`src/hdl/ptc_pkg.sv`:
```
// ----------------------------------------------------------------------------
// ptc_pkg
// Shared types, codes and saturating arithmetic for the perceptron block.
// ----------------------------------------------------------------------------
`default_nettype none

package ptc_pkg;

  localparam int  CoordW     = 32;
  localparam int  AccW       = 64;
  localparam int  DimW       = 10;
  localparam logic KIND_TRAIN = 1'b0;

  typedef enum logic [3:0] {
    ST_CLR = 4'b0001,
    ST_RUN = 4'b0010,
    ST_FIN = 4'b0100,
    ST_UPD = 4'b1000
  } state_t;

  typedef struct packed {
    logic mul_en;
    logic acc_en;
    logic acc_clr;
  } mac_ctl_t;

  typedef struct packed {
    logic wr_en;
    logic clear;
    logic add;
  } wmem_ctl_t;

  function automatic logic signed [AccW-1:0] sat_add64(
    input logic signed [AccW-1:0] a,
    input logic signed [AccW-1:0] b
  );
    logic signed [AccW:0] s;
    logic signed [AccW-1:0] r;
    s = {a[AccW-1], a} + {b[AccW-1], b};
    if (s[AccW] != s[AccW-1]) begin
      r = s[AccW] ? {1'b1, {(AccW-1){1'b0}}} : {1'b0, {(AccW-1){1'b1}}};
    end else begin
      r = s[AccW-1:0];
    end
    return r;
  endfunction

  function automatic logic signed [CoordW-1:0] sat_upd32(
    input logic signed [CoordW-1:0] w,
    input logic signed [CoordW-1:0] d,
    input logic                     add
  );
    logic signed [CoordW:0] s;
    logic signed [CoordW-1:0] r;
    if (add) begin
      s = {w[CoordW-1], w} + {d[CoordW-1], d};
    end else begin
      s = {w[CoordW-1], w} - {d[CoordW-1], d};
    end
    if (s[CoordW] != s[CoordW-1]) begin
      r = s[CoordW] ? {1'b1, {(CoordW-1){1'b0}}} : {1'b0, {(CoordW-1){1'b1}}};
    end else begin
      r = s[CoordW-1:0];
    end
    return r;
  endfunction

endpackage

`default_nettype wire

```
`src/hdl/ptc_mac.sv`:
```
// ----------------------------------------------------------------------------
// ptc_mac
// Registered 32x32 product followed by a saturating 64-bit accumulator.
// ----------------------------------------------------------------------------
`default_nettype none

module ptc_mac
  import ptc_pkg::*;
(
  input  wire logic                     clk,
  input  wire logic                     rst_n,
  input  wire mac_ctl_t                 ctl,
  input  wire logic signed [CoordW-1:0] x,
  input  wire logic signed [CoordW-1:0] w,
  output logic                          acc_pos
);

  logic signed [AccW-1:0] prod_r;
  logic signed [AccW-1:0] acc_r;
  logic signed [AccW-1:0] acc_nxt;

  always_ff @(posedge clk) begin
    if (ctl.mul_en) begin
      prod_r <= AccW'(x) * AccW'(w);
    end
  end

  always_comb begin
    priority if (ctl.acc_clr) begin
      acc_nxt = '0;
    end else if (ctl.acc_en) begin
      acc_nxt = sat_add64(acc_r, prod_r);
    end else begin
      acc_nxt = acc_r;
    end
  end

  always_ff @(posedge clk) begin
    if (!rst_n) begin
      acc_r <= '0;
    end else begin
      acc_r <= acc_nxt;
    end
  end

  assign acc_pos = !acc_r[AccW-1] && (|acc_r);

endmodule

`default_nettype wire

```
`config.mk`:
```
export PLATFORM = sky130hd
export DESIGN_NAME = ptc_mac
export DESIGN_NICKNAME = d
export VERILOG_FILES = /design/src/hdl/ptc_pkg.sv /design/src/hdl/ptc_mac.sv
export SDC_FILE = /design/constraint.sdc
export NUM_CORES = 2
export LEC_CHECK = 0
export BUFFER_PORTS_ARGS = -buffer_cell sky130_fd_sc_hd__buf_4
export CAP_MARGIN = 20
export CORE_MARGIN = 4
export CORE_UTILIZATION = 25
export CTS_CLUSTER_DIAMETER = 30
export DETAILED_ROUTE_END_ITERATION = 10
export GPL_TIMING_DRIVEN = 1
export HOLD_SLACK_MARGIN = 0.05
export RECOVER_POWER = 50
export SETUP_SLACK_MARGIN = 0.1
export SYNTH_ARGS = -nofsm -noshare
export SYNTH_HDL_FRONTEND = slang
export SYNTH_SLANG_ARGS = --single-unit
```
`constraint.sdc`:
```
create_clock -name clk -period 9.1 [get_ports clk]
set_clock_uncertainty 0.05 [all_clocks]
set_input_delay 0.455 -clock clk [delete_from_list [all_inputs] [get_ports clk]]
set_output_delay 0.455 -clock clk [all_outputs]
set_load 0.005 [all_outputs]
```
# After elaboration in Yosys (flattened, before gate mapping)
# Cells that the tools add are included.
# totals
reg_bits,128
latch_bits,0
ramBits,0
rom_bits,0
output_inout_bits,1
wordCells,12
mem_count,0
# classes
n_addsub,1
mul,1
n_div,0
n_lt_le_gt_ge,0
eq_ne,1
shift,0
n_mux,2
bitwise_logic,1
reduce_logical,4
# op_table
op,count
64-bit 2-to-1 mux,2
64-bit by 64-bit adder with 65-bit output,1
32-bit by 32-bit multiplier with 64-bit output,1
64-bit OR reduction,1
2-bit OR reduction,1
1-bit logical AND,1
1-bit zero test,1
1-bit inequality test,1
1-bit NOT,1

# Depth between registers and ports, before layout
# depth
ltp_word,3
mapped_depth,31
ltp_nobuf,29

# Worst setup path after synthesis
# OpenSTA, ideal clock, no wires.
# synth_timing
path_kind,input -> register
start,input port x[31]
end,"register prod_r[63], data pin"
setup_ns,0.260
t_arrival_ns,7.801
required_time_ns,8.790
setup_slack_ns,0.990
stages,28
cell_sequence,clkbuf_1 > nand2_1 > inv_1 > fa_1 > inv_1 > fa_1 > inv_1 > fa_1 > fa_1 > inv_1 > fa_1 > inv_1 > fa_1 > inv_1 > fa_1 > inv_1 > fa_1 > ha_1 > and3_1 > nand2_1 > or4_1 > nor2_1 > nor2_1 > o2bb2ai_1 > o211ai_1 > a31o_2 > a21oi_1 > xnor2_1
# synth_between
elab_chain_len,1
# synth_rtl
element,line,source
from (decl),ptc_mac.sv:13,"input wire logic signed [CoordW-1:0] x,"
32-bit by 32-bit multiplier with 64-bit output,ptc_mac.sv:24,prod_r <= AccW'(x) * AccW'(w);
to (signal assigned),ptc_mac.sv:24,
to (decl),ptc_mac.sv:18,logic signed [AccW-1:0] prod_r;
# No other way between the ends.
# A chain may end at the register's enable or synchronous reset.

# Worst setup path in the final report
# layout_timing
start,input port x[0]
end,"register prod_r[61], data pin"
# The elaborated chain is that of the path after synthesis.

==> insert_results.sql <==
INSERT INTO impl_metrics (metric_group, metric, value, unit) VALUES
('clocking', 'tritoncts.num_buffers', '17', ''),
('layout', 'post_route_cells_drive_above_1_share', '3.89', '%'),
('setup_path', 'critPathRequiredTime', '9.22', 'ns'),
('setup_path', 'setup.worst_path.start_class', 'input pin', ''),
('setup_path', 'worst-endpoint-arrival', '8.70', 'ns'),
('synth', 'synth_warnings', '0', ''),
('global_routing', 'grt_start_max_net_pins', '79', ''),
('sta', 'finalHoldViolations', '0', ''),
('global_routing', 'track_usage', '13.9', '%'),
('synth', 'seq_total_area_yosys', '7.08', '%'),
('run_status', 'run_status', 'finished with violations', ''),
('layout', 'number_of_nets_in_the_final_layout', '6195', ''),
('clocking', 'number_of_buffers_added_to_fix_hold_violations_after_cts', '0', ''),
('place', 'dp.cells', '7131', ''),
('route', 'totalWireLength', '128000', 'µm'),
('synth', 'post_synth_num_cell_types', '71', ''),
('global_routing', 'grt_pass1_wl', '207000', 'µm'),
('clocking', 'cts_tree', 'done', ''),
('layout', 'regArea', '3200', 'µm²'),
('synth', 'syn_avg_cell_area', '9.12', 'µm²'),
('clocking', 'ctsRootBufferMaster', 'clkbuf_16', ''),
('run_status', 'violated_checks', 'capacitance limit, slew limit', ''),
('clocking', 'cts.path.max_buffers', '2', ''),
('hold_path', 'classification_of_the_worst_slack_hold_path', 'register to register', ''),
('route', 'detailroute.via_count', '32751', ''),
('setup_path', 'critical_path.top_delay_family', 'adder cells', ''),
('floorplan', 'chipHeight', '433', 'µm'),
('synth', 'syn-num-nets', '6359', ''),
('sta', 'slew_viol_final', '135', ''),
('route', 'drc_errors', '0', ''),
('layout', 'filler_cell_count', '19096', ''),
('setup_path', 'most_used_cell_along_the_critical_path', 'fa_1', ''),
('layout', 'final_cell_count_no_fill', '7165', ''),
('place', 'post-dp-hpwl', '104000', 'µm'),
('synth', 'yosys-top-cells-count', 'fa_1 (1083), inv_1 (1051), nand2_1 (636)', ''),
('floorplan', 'die_width', '433', 'µm'),
('sta', 'post-route-period-util', '94.3', '%'),
('setup_path', 'worst_path_largest_cell_delay', '1.46', 'ns'),
('sta', 'rsz0062_at_grt', 'no', ''),
('synth', 'synth_edf_count', '64', ''),
('setup_path', 'worst-setup-path-type', 'input pin to register', ''),
('floorplan', 'dieArea', '188000', 'µm²'),
('global_routing', 'grt_antenna_before_repair', '7', ''),
('global_routing', 'grt_pass1_vias', '36019', ''),
('route', 'drt_iter0_markers', '1785', ''),
('clocking', 'worst_skew_pair.late_latency', '0.43', 'ns'),
('synth', 'syn_inst', '4959', ''),
('job', 'max_capacitance_violation_total', '3', ''),
('sta', 'layout_min_cycle_time', '8.58', 'ns'),
('layout', 'area.growth.synth_to_final', '6.94', '%'),
('setup_path', 'setup.worst_path.end_class', 'register', ''),
('setup_path', 'critical_path.max_fanout', '32', ''),
('clocking', 'cts_max_level', '4', ''),
('floorplan', 'floorplan.io_pins', '70', ''),
('route', 'post_drt_via_cell_ratio', '4.57', ''),
('route', 'firstDrtPassIters', '5', ''),
('synth', 'post_synth_instance_area', '45200', 'µm²'),
('route', 'post_drt_wl_per_cell', '17.8', 'µm'),
('route', 'detail-route-antenna-nets', '0', ''),
('synth', 'synth_area_leader_cell', 'fa_1', ''),
('floorplan', 'rows', '155', ''),
('setup_path', 'critical-path-slowest-cell', 'clkbuf_1', ''),
('setup_path', 'critical_path.cell_chain', 'clkbuf_1 > nand2_1 > fa_1 > fa_1 > inv_1 > fa_1 > fa_1 > fa_1 > ha_1 > fa_1 > inv_1 > fa_1 > inv_1 > ha_1 > a21o_1 > and3_1 > or3_1 > a221oi_2 > o21ai_1 > a21o_1 > a221o_1 > a31o_2 > a41oi_1 > a31oi_1', ''),
('sta', 'max_slew_margin', '-133', '%'),
('place', 'final_weighted_congestion_of_routability_driven_global_placement', '0.880', ''),
('sta', 'max_slew.worst_pin.slew', '3.49', 'ns'),
('synth', 'yosysMostFrequentCell', 'fa_1', ''),
('clocking', 'clock_sinks', '128', ''),
('clocking', 'cts_resized', '0', ''),
('synth', 'ys_seq_elements', '128', ''),
('synth', 'synth-async-reset-ratio', '0', '%');
cells by family after synthesis:
kind of cell / count (synthesis) / share of synthesized area (%)
DFF: 128 / 7.08
AOI/OAI and AO/OA: 595 / 8.60
adders and majority gates: 1331 / 54.8
buffers and inverters: 1326 / 11.2
xor gates and xnor gates: 125 / 2.42
and+or+nand+nor: 1454 / 15.9
area by class of cell:
cell class,instances,area share (%)
tap,2355,6.09
clock buffer,18,0.908
antenna,2,0.0103
timing repair buffer,92,1.40
sequential,128,6.62
clock inverter,14,0.404
inverter,1051,8.16
multi-input combinational,3505,76.4
worst register-to-register path, delay by kind of cell (launching register included):
kind	cells	cell delay, ns
AND/OR/NAND/NOR	3	0.69
adder cells (fa/ha/maj)	2	0.62
buffers and inverters	2	1.43
AO/OA/AOI/OAI	7	3.20
flip-flops	1	0.36
state kept, by name (all words and copies together), names as in the netlist:
signal	count
prod_r	64
acc_r	64
layout by cell type, fill, tap and decap left out, types with 6 or more instances in the layout:
cell type,instances
and3_1,21
nand2_1,636
o21ai_0,132
a21o_1,79
and2_1,501
edfxtp_1,64
a21oi_1,166
xnor2_1,76
ha_1,248
nor3_1,23
dfxtp_1,64
nor2_1,113
xor2_1,49
or2_2,10
or3_1,6
a21oi_2,42
o21bai_1,26
o21ai_1,6
nor2b_1,16
o211ai_1,13
nor4_1,21
inv_1,1051
a21boi_0,8
a31oi_1,23
nand3_1,36
clkbuf_16,17
o22ai_1,6
a211o_1,6
fa_1,1083
nand4_1,28
nand2b_1,24
buf_4,88
a211oi_1,12
o21a_1,20
per-stage QoR:
stage | cell area, µm² | worst slack [ns] | utilization [%]
global placement | 47800 | 0.332 | 26.6
finish | 48400 | 0.520 | 27.0
detailed placement | 47800 | 0.279 | 26.6
CTS | 48400 | 0.740 | 27.0
floorplan | 45200 | 0.990 | -
global route | 48400 | 0.150 | 27.0
layer usage:
layer | share of wire, % | GRT usage, % | vias up
met5 | 0.021 | 0 | -
met4 | 2.6 | 3.60 | 4
met3 | 6.2 | 2.10 | 188
met2 | 48 | 23.6 | 995
met1 | 43 | 18.5 | 16977
li1 | - | - | 14587
path summary, 6_finish.rpt:
check	startpoint	depth (start not counted)	slack, ns	endpoint
setup / recovery	x[0]	24	0.52	prod_r[61]
hold / removal	acc_r[52]	2	0.47	acc_r[52]
setup reg to reg	acc_r[0]	14	2.64	acc_r[34]
hold reg to reg	acc_r[52]	2	0.47	acc_r[52]
Power is not shown: default switching activity piles up to over one toggle a cycle in this logic, so the estimate is an artifact.
